$ cat config.mk
export PLATFORM = sky130hd
export DESIGN_NAME = dict_enc_cell
export DESIGN_NICKNAME = d
export VERILOG_FILES = /design/src/design/dict_enc_pkg.sv /design/src/design/dict_enc_cell.sv
export SDC_FILE = /design/constraint.sdc
export NUM_CORES = 1
export LEC_CHECK = 0
export ABC_AREA = 1
export BUFFER_PORTS_ARGS = -buffer_cell sky130_fd_sc_hd__buf_4
export CAP_MARGIN = 5
export CORE_ASPECT_RATIO = 0.9
export CORE_MARGIN = 2
export CORE_UTILIZATION = 45
export CTS_BUF_LIST = sky130_fd_sc_hd__clkbuf_4 sky130_fd_sc_hd__clkbuf_8
export DETAILED_ROUTE_END_ITERATION = 7
export PLACE_DENSITY = 0.82
export SLEW_MARGIN = 15
export SYNTH_ARGS = -nofsm -noshare
export SYNTH_HDL_FRONTEND = slang
export SYNTH_SLANG_ARGS = --single-unit
$ cat constraint.sdc
create_clock -name clk -period 12.7 [get_ports clk]
set_clock_uncertainty 0.1 [all_clocks]
set_input_delay 1.27 -clock clk [delete_from_list [all_inputs] [get_ports clk]]
set_output_delay 1.27 -clock clk [all_outputs]
set_load 0.005 [all_outputs]
$ cat src/design/dict_enc_pkg.sv
// Shared types and constants for the dictionary encoder.
// No dependencies.
package dict_enc_pkg;

  localparam int DICT_DEPTH_DEF  = 1024;
  localparam int VALUE_WIDTH_DEF = 32;

  localparam int DICT_CAP_W = 11;
  localparam int PAGE_CAP_W = 16;

  localparam logic [DICT_CAP_W-1:0] DICT_CAP_RST = 11'd1024;
  localparam logic [PAGE_CAP_W-1:0] PAGE_CAP_RST = 16'hFFFF;

  // configuration register indexes
  localparam logic REG_DICT_CAP = 1'b0;
  localparam logic REG_PAGE_CAP = 1'b1;

  // input item modes
  localparam logic MODE_ADD    = 1'b0;
  localparam logic MODE_FINISH = 1'b1;

  // page encodings
  localparam logic ENC_DICT  = 1'b0;
  localparam logic ENC_PLAIN = 1'b1;

  // search token handed from cell to cell
  typedef struct packed {
    logic vld;
    logic hit;
  } cell_ctl_t;

endpackage

$ cat src/design/dict_enc_cell.sv
// One dictionary cell: holds one entry and compares it with the broadcast query
// as the search token passes. Depends on dict_enc_pkg.
module dict_enc_cell #(
  parameter int VALUE_WIDTH = dict_enc_pkg::VALUE_WIDTH_DEF,
  parameter int CODE_W      = 10,
  parameter int CNT_W       = 11,
  parameter int IDX         = 0
) (
  input  logic                       clk,
  input  logic                       rst,
  input  logic [VALUE_WIDTH-1:0]     query,
  input  logic [CNT_W-1:0]           dict_count,
  input  logic                       ins_en,
  input  logic [CODE_W-1:0]          ins_addr,
  input  logic [VALUE_WIDTH-1:0]     ins_data,
  input  dict_enc_pkg::cell_ctl_t    ctl_in,
  input  logic [CODE_W-1:0]          code_in,
  output dict_enc_pkg::cell_ctl_t    ctl_out,
  output logic [CODE_W-1:0]          code_out
);

  logic [VALUE_WIDTH-1:0] entry;
  logic                   in_use;
  logic                   match;

  // only entries below the fill count hold real values
  assign in_use = CNT_W'(IDX) < dict_count;
  assign match  = in_use && (entry == query);

  always_ff @(posedge clk) begin
    if (ins_en && (ins_addr == CODE_W'(IDX))) begin
      entry <= ins_data;
    end
  end

  always_ff @(posedge clk) begin
    if (rst) begin
      ctl_out <= '0;
    end else begin
      ctl_out.vld <= ctl_in.vld;
      ctl_out.hit <= ctl_in.hit | (ctl_in.vld & match);
    end
  end

  // entries are unique, so the first hit is the only hit
  always_ff @(posedge clk) begin
    code_out <= ctl_in.hit ? code_in : CODE_W'(IDX);
  end

endmodule

## Yosys cells after proc, flatten, opt, wreduce, memory -nomap -nowiden

Cells that the tools add are included.

| storage, ports and cells | value |
|---|---|
| logic and storage cells | 11 |
| register bits | 44 |
| input bits | 100 |
| output and inout port bits | 12 |

| cells by class | value |
|---|---|
| bitwise logic cells | 2 |
| equal/unequal tests | 1 |
| magnitude comparators | 1 |
| reductions and logical operators | 3 |

Operator list:

| operator | count |
|---|---|
| 32-bit equality test | 1 |
| 1-bit by 11-bit less-than comparator with 1-bit output (first input constant) | 1 |
| 10-bit logical NOT | 1 |
| 1-bit logical AND | 2 |
| 1-bit bitwise AND | 1 |
| 1-bit OR | 1 |

## Logic depth before layout (Yosys ltp)

Gate-level depths: netlist of the first run.

| logic depth | value |
|---|---|
| depth in word-level cells | 4 |
| mapped depth | 10 |
| depth with buffers taken out | 10 |

## Least setup slack after synthesis of the first run

No wires, ideal clock.

| path | value |
|---|---|
| path kind | in2reg |
| start | input ins_addr[1] |
| end | register entry[0] (enable) |
| setup time | 0.505 ns |
| data arrival time | 4.666 ns |
| required time | 12.095 ns |
| slack | 7.429 ns |
| stages on the path | 3 |
| cells stage by stage | nor4_1 > nand2_1 > nor4_1 |

| on the way | value |
|---|---|
| longest elaborated chain between the ends | 2 |

Ends and longest elaborated chain:

| item | line | source |
|---|---|---|
| start: declaration | dict_enc_cell.sv:14 | `input logic [CODE_W-1:0] ins_addr,` |
| 10-bit logical NOT | dict_enc_cell.sv:31 | `if (ins_en && (ins_addr == CODE_W'(IDX))) begin` |
| 1-bit logical AND | dict_enc_cell.sv:31 |  |
| end signal: assignment | dict_enc_cell.sv:32 | `entry <= ins_data;` |
| end: declaration | dict_enc_cell.sv:22 | `logic [VALUE_WIDTH-1:0] entry;` |

No other way between the ends.
A chain may end at the register's enable or synchronous reset.

## Final worst setup path of the first run

| path | value |
|---|---|
| start | input ins_addr[5] |
| end | register entry[19] (enable) |

Same word-level chain as after synthesis.

==> results of run 1 <==
==> power by group through the flow <==
stage,clock (uW),combinational [uW],sequential [uW]
2_1_floorplan,0,8.27,160
3_3_place_gp,0,36.2,159
3_5_place_dp,0,37.2,160
4_1_cts,113,37.3,156
5_1_grt,119,40.7,156
6_report,111,36.8,156
==> logic make-up (layout without fill, tap and decap cells) <==
kind of cell              Yosys count  after routing
and+or+nand+nor                    94             94
buffers and inverters              52            171
xor gates and xnor gates           11             11
AOI/OAI and AO/OA                   9              9
DFF                                44             44
==> placed cells by master, fill, tap and decap left out, drive strengths merged, types with 2 or more instances in the layout <==
cell type / instances
buf: 112
nand2: 63
inv: 51
edfxtp: 32
nor2: 20
dfxtp: 12
xnor2: 9
o21ai: 6
clkbuf: 6
nand3: 4
nor4: 3
xor2: 2
nand4: 2
a21oi: 2
==> worst min-delay path: stages, from the launching register on <==
cell and delay (ns):
edfxtp_1 0.35, xnor2_1 0.06, nand4_1 0.08, nor2_1 0.04, nand3_1 0.08, a21oi_2 0.05
==> state kept, by name (all words and copies together) (netlist names) <==
name      flops
code_out     10
entry        32
ctl_out       2
==> stage by stage <==
stage	worst slack (ns)	total power, uW
CTS	10.23	306
finish	10.25	304
global route	10.06	316
global placement	9.96	196
detailed placement	9.92	197
floorplan	7.43	168
==> final timing paths <==
check	slack, ns	endpoint	cells after the start
max	10.25	entry[19]	5
min	0.60	ctl_out[0]	5
max reg2reg	11.43	ctl_out[0]	7
min reg2reg	0.60	ctl_out[0]	5
==> metal layers <==
layer  global-route usage, %  up-vias  part of all wire [%]
met5                       0        -                     0
met4                    5.56        0                  0.80
met2                    33.0       59                    53
met1                    18.2      708                    38
li1                        -      873                     -
met3                    6.40        4                   7.9
==> area by class of cell <==
cell class / instances / share of cell area (%)
clock inverters: 2 / 1.32
multi-input cells: 114 / 18.0
well taps: 48 / 2.04
repair buffers: 112 / 28.5
clock buffers: 6 / 2.80
inverters: 51 / 6.50
flip-flops and latches: 44 / 40.8
==> key figures, run 1 <==
Pwr
  – Max IR drop VDD: 81.9 uV
  – Sw Ratio: 19.2%
  – Power Internal: 245 uW
  – LEAKAGE: 0.00152 uW
  – Psw: 58.3 uW
  – Share of total power in the clock network: 36.4%
  – Power Density: 103 mW/mm^2
  – Combinational share of power: 12.1%
  – Register share of total power: 51.4%

Worst setup path
  – Crit path from: ins_addr[5]
  – Top cell by count, worst path: buf_4
  – Worst Path Class, Setup: in2reg
  – CP cell instances: buf_4 > nor4_1 > nand2_1 > nor4_2 > buf_4
  – R2R Path Start: entry[24]
  – Critical Path Fanout Max: 32
  – Kind of end point of the critical path: register
  – CP Launch Type: primary input
  – Worst path slowest cell: buf_4
  – WP data arrival: 2.30 ns
  – Crit-path max cell delay: 0.41 ns
  – Worst Path Required: 12.54 ns
  – Crit path buf inv count: 2
  – Cell family with most CP delay: buffers and inverters

Timing
  – Tcrit/Tclk final: 19.3%
  – Endpoints failing setup: 0
  – RSZ-0062 raised after global routing: no
  – Final Hold Viols: 0
  – Hold WS: 0.603 ns
  – Min Tclk post-route: 2.45 ns
  – Max-slew headroom: 73.2%
  – Worst-Margin Slew: 0.403 ns
  – Max Slew Vio Count: 0
  – Setup_tns: 0 ns
  – FMAX: 408 MHz

Layout
  – Share of cells above drive strength 1: 37.4%
  – Seq. cell area: 0.00120 mm^2
  – Final instance area: 0.00295 mm^2
  – Fillers: 316
  – Final nets: 428
  – Multi-input combinational cell area: 531 um^2
  – Layout Utilization: 71.8%
  – Diodes inserted: 0
  – Layout area overhead: 53.4%
  – Finished Layout Cells: 377

Synthesis
  – Syn avg cell area: 9.15 um^2
  – Top cells by count, synth: 63 x nand2_1, 51 x inv_1, 32 x edfxtp_1
  – Syn nets: 310
  – Syn Inst Count: 210
  – Part of the Yosys area used for sequential elements: 62.5%
  – Main combinational cell family by area after synthesis: simple AND/OR/NAND/NOR gates
  – Post-synthesis cell area: 0.00192 mm^2
  – Synth Area in Adders: 0%
  – Synth top area cells: edfxtp_1 50%, dfxtp_1 13%, nand2_1 12%, inv_1 10%, xnor2_1 4.1%
  – Dominant synthesized flop cell: edfxtp_1
  – Most numerous cell in the Yosys netlist: nand2_1
  – Post-synth EDFFs: 32
  – Share of the synthesized area in the top cell type: 50.0%
  – Synth async-reset ratio: 0%
  – Yosys cell types: 18
  – #FFs+latches synth: 44
  – Mux cell area share after synthesis: 0%
  – XOR/XNOR share of the synthesized area: 5.02%
  – Yosys warnings: 0
  – Post-synthesis compound-gate area fraction: 2.61%
  – Yosys top cell by area: edfxtp_1
  – Simple-gate share of the synthesized area: 19.7%

Die
  – Row count: 22
  – Width of the die: 72.9 um
  – Total core area: 0.00410 mm^2
  – I/O pin cnt: 112
  – Die Y: 66.0 um
  – DIE AREA: 0.00481 mm^2
  – Initial Utilization: 46.8%

Detailed routing
  – Routed wire length: 4.01 mm
  – Drt pass-1 iters: 4
  – Vias after detailed routing: 1644
  – 1st-iter DRT viols: 49
  – Via density: 4.36
  – DRC: 0
  – Drt wl/cell: 10.6 um
  – Final ANT Viol Nets: 0

Global routing
  – Antenna violations before repair: 0
  – Number of global-route vias before repair: 1630
  – First-pass GRT wire length: 6.42 mm
  – Pin count of the biggest net entering global routing: 33
  – Gr usage total: 17.6%
  – GR Overflow Total: 0

Clock network
  – CTS tree: yes
  – Post-CTS sizing: 0
  – Clk_lat worst skew: 0.29 ns
  – TritonCTS sink count: 44
  – H-tree level count: 2
  – Setup Buffers After CTS: 0
  – Root buffer cell: clkbuf_8
  – Clock Tree Buf Depth: 2
  – Worst-path clk slew: 0.09 ns
  – TritonCTS Buffers: 5
  – Hold buffer count at cts: 0

Place
  – Placed cells: 369
  – I/O Buffers: 111
  – Detailed placer's ending HPWL: 3.32 mm
  – Post-DP Area: 0.00282 mm^2
  – RePlAce Congestion: 0.733

Worst hold path
  – Hold path start: entry[18]
  – Worst min path class: reg2reg

Job
  – Max-cap viol count: 0

Outcome
  – Outcome: finished, final reports clean
No activity file was read; power rests on OpenSTA's default activity.
==> run 2, diff against run 1 <==
--- a/config.mk
+++ b/config.mk
@@ -10,10 +10,10 @@
 export CAP_MARGIN = 5
 export CORE_ASPECT_RATIO = 0.9
 export CORE_MARGIN = 2
-export CORE_UTILIZATION = 45
+export CORE_UTILIZATION = 41
 export CTS_BUF_LIST = sky130_fd_sc_hd__clkbuf_4 sky130_fd_sc_hd__clkbuf_8
 export DETAILED_ROUTE_END_ITERATION = 7
-export PLACE_DENSITY = 0.82
+export PLACE_DENSITY = 0.79
 export SLEW_MARGIN = 15
 export SYNTH_ARGS = -nofsm -noshare
 export SYNTH_HDL_FRONTEND = slang
==> constraint.sdc (replaced) <==
create_clock -name clk -period 2.2 [get_ports clk]
set_clock_uncertainty 0.1 [all_clocks]
set_input_delay 0.22 -clock clk [delete_from_list [all_inputs] [get_ports clk]]
set_output_delay 0.22 -clock clk [all_outputs]
set_load 0.005 [all_outputs]
==> key figures, run 2 (synthesized netlist as in run 1, its figures left out) <==
Timing
  – Setup_tns: 0 ns (unchanged)
  – Endpoints failing setup: 0 (unchanged)
  – Worst-Margin Slew: 0.265 ns (was 0.403 ns)
  – Setup WS post-layout: 0.914 ns (was 10.25 ns)
  – Max-slew headroom: 82.2% (was 73.2%)
  – FMAX: 778 MHz
  – RSZ-0062 raised after global routing: no (unchanged)
  – Tcrit/Tclk final: 58.5%
  – Min Tclk post-route: 1.29 ns
  – Max Slew Vio Count: 0 (unchanged)
  – Final Hold Viols: 0 (unchanged)

Place
  – Post-Place Setup Slack: 0.597 ns (was 9.92 ns)
  – RePlAce Congestion: 0.716 (was 0.733)
  – I/O Buffers: 111 (unchanged)
  – Detailed placer's ending HPWL: 3.43 mm (was 3.32 mm)

Outcome
  – Outcome: finished, final reports clean (unchanged)

Worst setup path
  – Worst path slowest cell: nor4_1 (was buf_4)
  – R2R Path Start: entry[24] (unchanged)
  – Crit path buf inv count: 2 (unchanged)
  – Critical R2R Capture: ctl_out[0] (unchanged)
  – FF-to-FF setup slack: 0.92 ns (was 11.43 ns)
  – Crit-path max cell delay: 0.25 ns (was 0.41 ns)
  – Cell family with most CP delay: simple AND/OR/NAND/NOR gates (was buffers and inverters)
  – CP cell instances: buf_4 > nor4_1 > nand2_1 > nor4_4 > buf_12 (was buf_4 > nor4_1 > nand2_1 > nor4_2 > buf_4)
  – Critical Path Fanout Max: 32 (unchanged)
  – Worst r2r path cells: 7 (unchanged)
  – CP Launch Type: primary input (unchanged)
  – Worst Path Required: 2.09 ns (was 12.54 ns)
  – WP data arrival: 1.17 ns (was 2.30 ns)
  – Worst Path Class, Setup: in2reg (unchanged)
  – Kind of end point of the critical path: register (unchanged)

Layout
  – Reg with most FFs: entry (unchanged)
  – Layout Utilization: 73.0% (was 71.8%)
  – Fillers: 346 (was 316)
  – Layout area overhead: 70.7% (was 53.4%)
  – Final nets: 456 (was 428)
  – Multi-input combinational cell area: 539 um^2 (was 531 um^2)
  – Seq. cell area: 0.00120 mm^2 (unchanged)
  – Most frequent cells in the layout: 111 x buf_4, 63 x nand2_1, 51 x inv_1, 32 x edfxtp_1, 28 x dlygate4sd3_1 (was 112 x buf_4, 63 x nand2_1, 51 x inv_1, 32 x edfxtp_1, 19 x nor2_1)
  – Largest register FFs: 32 (unchanged)
  – Most common cell after layout, fill and taps aside: buf_4 (unchanged)
  – Share of cells above drive strength 1: 34.5% (was 37.4%)
  – Biggest regs: entry: 32 flops, code_out: 10 flops, ctl_out: 2 flops (unchanged)
  – Diodes inserted: 0 (unchanged)

Pwr
  – Max IR drop VDD: 589 uV (was 81.9 uV)
  – LEAKAGE: 0.00165 uW (was 0.00152 uW)
  – Power Density: 576 mW/mm^2 (was 103 mW/mm^2)

Clock network
  – Root buffer cell: clkbuf_8 (unchanged)
  – Clock Tree Buf Depth: 2 (unchanged)
  – H-tree level count: 2 (unchanged)
  – CTS tree: yes (unchanged)
  – Clk_lat worst skew: 0.29 ns (about the same)
  – Worst-path clk slew: 0.08 ns (was 0.09 ns)
  – TritonCTS sink count: 44 (unchanged)
  – TritonCTS Buffers: 5 (unchanged)

Detailed routing
  – Drt pass-1 iters: 4 (unchanged)
  – 1st-iter DRT viols: 44 (was 49)
  – Vias after detailed routing: 1741 (was 1644)
  – Drt wl/cell: 11.4 um (was 10.6 um)
  – DRC: 0 (unchanged)
  – Final ANT Viol Nets: 0 (unchanged)
  – Via density: 4.16 (was 4.36)
  – Routed wire length: 4.79 mm (was 4.01 mm)

Global routing
  – First-pass GRT wire length: 7.14 mm (was 6.42 mm)
  – Antenna violations before repair: 0 (unchanged)
  – Pin count of the biggest net entering global routing: 33 (unchanged)
  – Number of global-route vias before repair: 1712 (was 1630)
  – GR Overflow Total: 0 (unchanged)
  – Gr usage total: 17.7% (was 17.6%)

Die
  – DIE AREA: 0.00525 mm^2 (was 0.00481 mm^2)
  – Initial Utilization: 42.8% (was 46.8%)
  – I/O pin cnt: 112 (unchanged)
  – Width of the die: 76.1 um (was 72.9 um)
  – Die Y: 68.9 um (was 66.0 um)
  – Row count: 23 (was 22)
  – Total core area: 0.00449 mm^2 (was 0.00410 mm^2)

Worst hold path
  – Worst min path class: in2reg (was reg2reg)
  – Hold path start: ins_data[24] (was entry[18])
  – Hold Path Stages: 1 (was 5)
  – WHS Endpoint: entry[24] (was ctl_out[0])

Job
  – Max-cap viol count: 0 (unchanged)
==> run 2: cell count changes in the layout (fill, tap and decap cells not counted), sizes merged <==
cell,previous run,this run
dlygate4sd3,0,28
bufinv,1,2
clkinv,1,0
==> run 2: repair_timing <==
item,CTS,global route
setup buffers,0,0
hold buffers,18,10
setup endpoints to repair,0,0
gates resized for setup,0,0
hold endpoints to repair,19,10
==> run 2: how the worst max path moves through the flow <==
stage | start | to | slack (ns) | cells after the start
2_1_floorplan | ins_addr[1] | entry[0] | 0.05 | 3
3_3_place_gp | ins_addr[5] | entry[22] | 0.62 | 5
3_5_place_dp | ins_addr[5] | entry[22] | 0.60 | 5
4_1_cts | entry[12] | ctl_out[0] | 0.90 | 9
5_1_grt | entry[9] | ctl_out[0] | 0.78 | 9
6_report | ins_addr[1] | entry[23] | 0.91 | 5
==> run 2: power by group <==
group          switching (uW)  internal (uW)
Clock                     261            466
Sequential               4.07            899
Combinational            79.3            180
Total                     344           1540
==> run 2: per-stage QoR <==
stage | instances | total power, uW | hold slack [ns] | instance area [um^2]
finish | 419 | 1890 | 0.0105 | 3280
global route | 419 | 1960 | 0.000452 | 3280
CTS | 409 | 1880 | 0.000182 | 3180
detailed placement | 383 | 1140 | 0.286 | 2860
global placement | 383 | 1130 | 0.284 | 2860
floorplan | 210 | 971 | 0.182 | 1940
==> run 2: layer usage <==
metal,share of wire (%),global-route usage [%]
met1,37,17.5
met2,56,36.0
met3,6.7,6.51
met4,0.40,4.77
met5,0,0
==> run 2: cell type report <==
cell class / instances / area share [%]
Clock buffer: 6 / 2.33
Multi-Input combinational cell: 114 / 16.4
Clock inverter: 2 / 1.83
Timing Repair Buffer: 140 / 34.6
Sequential cell: 44 / 36.6
Inverter: 51 / 5.84
Tap cell: 62 / 2.37
==> run 3, diff against run 2 <==
==> constraint.sdc (replaced) <==
create_clock -name clk -period 1.1 [get_ports clk]
set_clock_uncertainty 0.1 [all_clocks]
set_input_delay 0.11 -clock clk [delete_from_list [all_inputs] [get_ports clk]]
set_output_delay 0.11 -clock clk [all_outputs]
set_load 0.005 [all_outputs]
==> key figures, run 3 (synthesized netlist as in run 1, its figures left out) <==
Outcome
  – Outcome: finished with violations (was finished, final reports clean)
  – Failing checks: negative setup slack

Pwr
  – Power Internal: 2890 uW (was 1540 uW)
  – Sw Ratio: 21.0% (was 18.2%)
  – Share of total power in the clock network: 34.2% (was 38.5%)
  – Combinational share of power: 16.5% (was 13.7%)
  – Overall power: 3660 uW (was 1890 uW)
  – Max IR drop VDD: 900 uV (was 589 uV)
  – Register share of total power: 49.3% (was 47.8%)
  – Psw: 768 uW (was 344 uW)
  – Power Density: 1030 mW/mm^2 (was 576 mW/mm^2)
  – LEAKAGE: 0.00176 uW (was 0.00165 uW)

Worst setup path
  – CP cell instances: xnor2_2 > nand2_1 > nor2_1 > nand2_1 > nor2_1 > nand3_1 > a21oi_2 (was buf_4 > nor4_1 > nand2_1 > nor4_4 > buf_12)
  – WP data arrival: 1.49 ns (was 1.17 ns)
  – Kind of end point of the critical path: register (unchanged)
  – Worst Path Class, Setup: reg2reg (was in2reg)
  – Critical Path Fanout Max: 1 (was 32)
  – Crit-path max cell delay: 0.44 ns (was 0.25 ns)
  – Cell depth of the worst setup path: 7 (was 5)
  – Worst Path Required: 1.23 ns (was 2.09 ns)
  – Worst path slowest cell: edfxtp_1 (was nor4_1)
  – CP Launch Type: register (was primary input)
  – Cell family with most CP delay: simple AND/OR/NAND/NOR gates (unchanged)
  – Worst r2r path cells: 7 (unchanged)
  – Crit path buf inv count: 0 (was 2)

Worst hold path
  – Hold Path Stages: 6 (was 1)
  – Worst min path class: in2reg (unchanged)

Place
  – Detailed placer's ending HPWL: 3.56 mm (was 3.43 mm)
  – RePlAce Congestion: 0.691 (was 0.716)
  – Post-Place Setup Slack: -0.409 ns (was 0.597 ns)
  – I/O Buffers: 111 (unchanged)

Layout
  – Final nets: 478 (was 456)
  – Biggest regs: entry: 32 flops, code_out: 10 flops, ctl_out: 2 flops (unchanged)
  – Multi-input combinational cell area: 582 um^2 (was 539 um^2)
  – Most common cell after layout, fill and taps aside: buf_4 (unchanged)
  – Fillers: 281 (was 346)
  – Most frequent cells in the layout: 109 x buf_4, 62 x nand2_1, 51 x inv_1, 45 x dlygate4sd3_1, 32 x edfxtp_1 (was 111 x buf_4, 63 x nand2_1, 51 x inv_1, 32 x edfxtp_1, 28 x dlygate4sd3_1)
  – Seq. cell area: 0.00120 mm^2 (unchanged)
  – Share of cells above drive strength 1: 35.1% (was 34.5%)
  – Largest register FFs: 32 (unchanged)
  – Layout area overhead: 85.9% (was 70.7%)
  – Diodes inserted: 0 (unchanged)
  – Reg with most FFs: entry (unchanged)

Global routing
  – First-pass GRT wire length: 8.50 mm (was 7.14 mm)
  – Antenna violations before repair: 0 (unchanged)
  – Pin count of the biggest net entering global routing: 16 (was 33)
  – Number of global-route vias before repair: 1930 (was 1712)
  – GR Overflow Total: 0 (unchanged)
  – Gr usage total: 21.6% (was 17.7%)

Detailed routing
  – DRC: 0 (unchanged)
  – Routed wire length: 5.69 mm (was 4.79 mm)
  – Final ANT Viol Nets: 0 (unchanged)
  – Vias after detailed routing: 1919 (was 1741)
  – Via density: 4.35 (was 4.16)
  – Drt wl/cell: 12.9 um (was 11.4 um)
  – 1st-iter DRT viols: 63 (was 44)
  – Drt pass-1 iters: 4 (unchanged)

Die
  – Initial Utilization: 42.8% (unchanged)
  – DIE AREA: 0.00525 mm^2 (unchanged)
  – I/O pin cnt: 112 (unchanged)
  – Die Y: 68.9 um (unchanged)
  – Total core area: 0.00449 mm^2 (unchanged)
  – Width of the die: 76.1 um (unchanged)
  – Row count: 23 (unchanged)

Clock network
  – H-tree level count: 2 (unchanged)
  – Clock Tree Buf Depth: 2 (unchanged)
  – CTS tree: yes (unchanged)
  – Worst-path clk slew: 0.09 ns (was 0.08 ns)
  – TritonCTS sink count: 44 (unchanged)
  – Root buffer cell: clkbuf_8 (unchanged)
  – Clk_lat worst skew: 0.29 ns (about the same)
  – TritonCTS Buffers: 5 (unchanged)

Timing
  – FMAX: 736 MHz
  – Setup WS post-layout: -0.259 ns (was 0.914 ns)
  – Endpoints failing setup: 33 (was 0)
  – Tcrit/Tclk final: 124%
  – Final Hold Viols: 0 (unchanged)
  – Max Slew Vio Count: 0 (unchanged)
  – RSZ-0062 raised after global routing: yes (was no)
  – Min Tclk post-route: 1.36 ns
  – Worst-Margin Slew: 0.224 ns (was 0.265 ns)
  – Max-slew headroom: 85.0% (was 82.2%)

Job
  – Max-cap viol count: 0 (unchanged)
-- run 3: cell count changes in the layout (fill, tap and decap cells not counted), moves of 2 or more --
cell	previous run	this run
buf_16	0	2
buf_4	111	109
buf_6	0	4
dlygate4sd3_1	28	45
nor4_1	2	0
nor4_4	1	3
-- run 3: path summary, 6_finish.rpt --
check | startpoint | endpoint | slack [ns]
max | entry[30] | ctl_out[0] | -0.26
min | query[20] | ctl_out[0] | 0.16
max reg2reg | entry[30] | ctl_out[0] | -0.26
min reg2reg | entry[20] | ctl_out[0] | 0.60
-- run 3: through the flow --
step | instance area, um^2 | std cells | TNS (ns) | utilization, % | hold WS (ns)
floorplan | 1970 | 210 | -29.67 | - | 0.0724
global placement | 2890 | 383 | -11.06 | 64.4 | 0.176
detailed placement | 2890 | 383 | -13.23 | 64.4 | 0.179
CTS | 3600 | 443 | -2.65 | 80.2 | 0.135
global route | 3570 | 441 | -4.49 | 79.5 | 0.177
finish | 3570 | 441 | -2.65 | 79.5 | 0.160
-- run 3: area by class of cell --
type	count	share of cell area [%]
multi-input combinational	114	16.3
clock buffer	5	1.93
sequential	44	33.6
timing repair buffer	162	39.3
tap	62	2.17
inverter	51	5.36
clock inverter	3	1.26
-- run 3: worst register-to-register path, cell delays in order, from the launching register on --
cell	delay (ns)
edfxtp_1	0.44
xnor2_2	0.17
nand2_1	0.09
nor2_1	0.09
nand2_1	0.06
nor2_1	0.12
nand3_1	0.10
a21oi_2	0.13
-- run 3: layer usage --
| layer | track usage (%) | routed length (um) | share of wire, % |
|---|---|---|---|
| met4 | 6.59 | 129 | 2.3 |
| met2 | 45.2 | 3210 | 56 |
| met3 | 7.42 | 401 | 7.1 |
| met5 | 0 | 0 | 0 |
| met1 | 20.4 | 1940 | 34 |
-- run 3: what timing repair did --
action | in CTS | in global routing
hold endpoints to repair | 44 | 0
setup buffers | 4 | 0
hold buffers | 45 | 0
pin swaps | 4 | 0
endpoints found under the setup margin | 33 | 33
cloned | 3 | 0
resized for setup | 9 | 3
-- run 3: power groups by stage --
| stage | Clock [uW] | Sequential (uW) | Combinational (uW) |
|---|---|---|---|
| CTS | 1270 | 1800 | 581 |
| global route | 1330 | 1810 | 652 |
| detailed placement | 0 | 1840 | 447 |
| finish | 1250 | 1800 | 602 |
| floorplan | 0 | 1850 | 99.6 |
| global placement | 0 | 1840 | 434 |
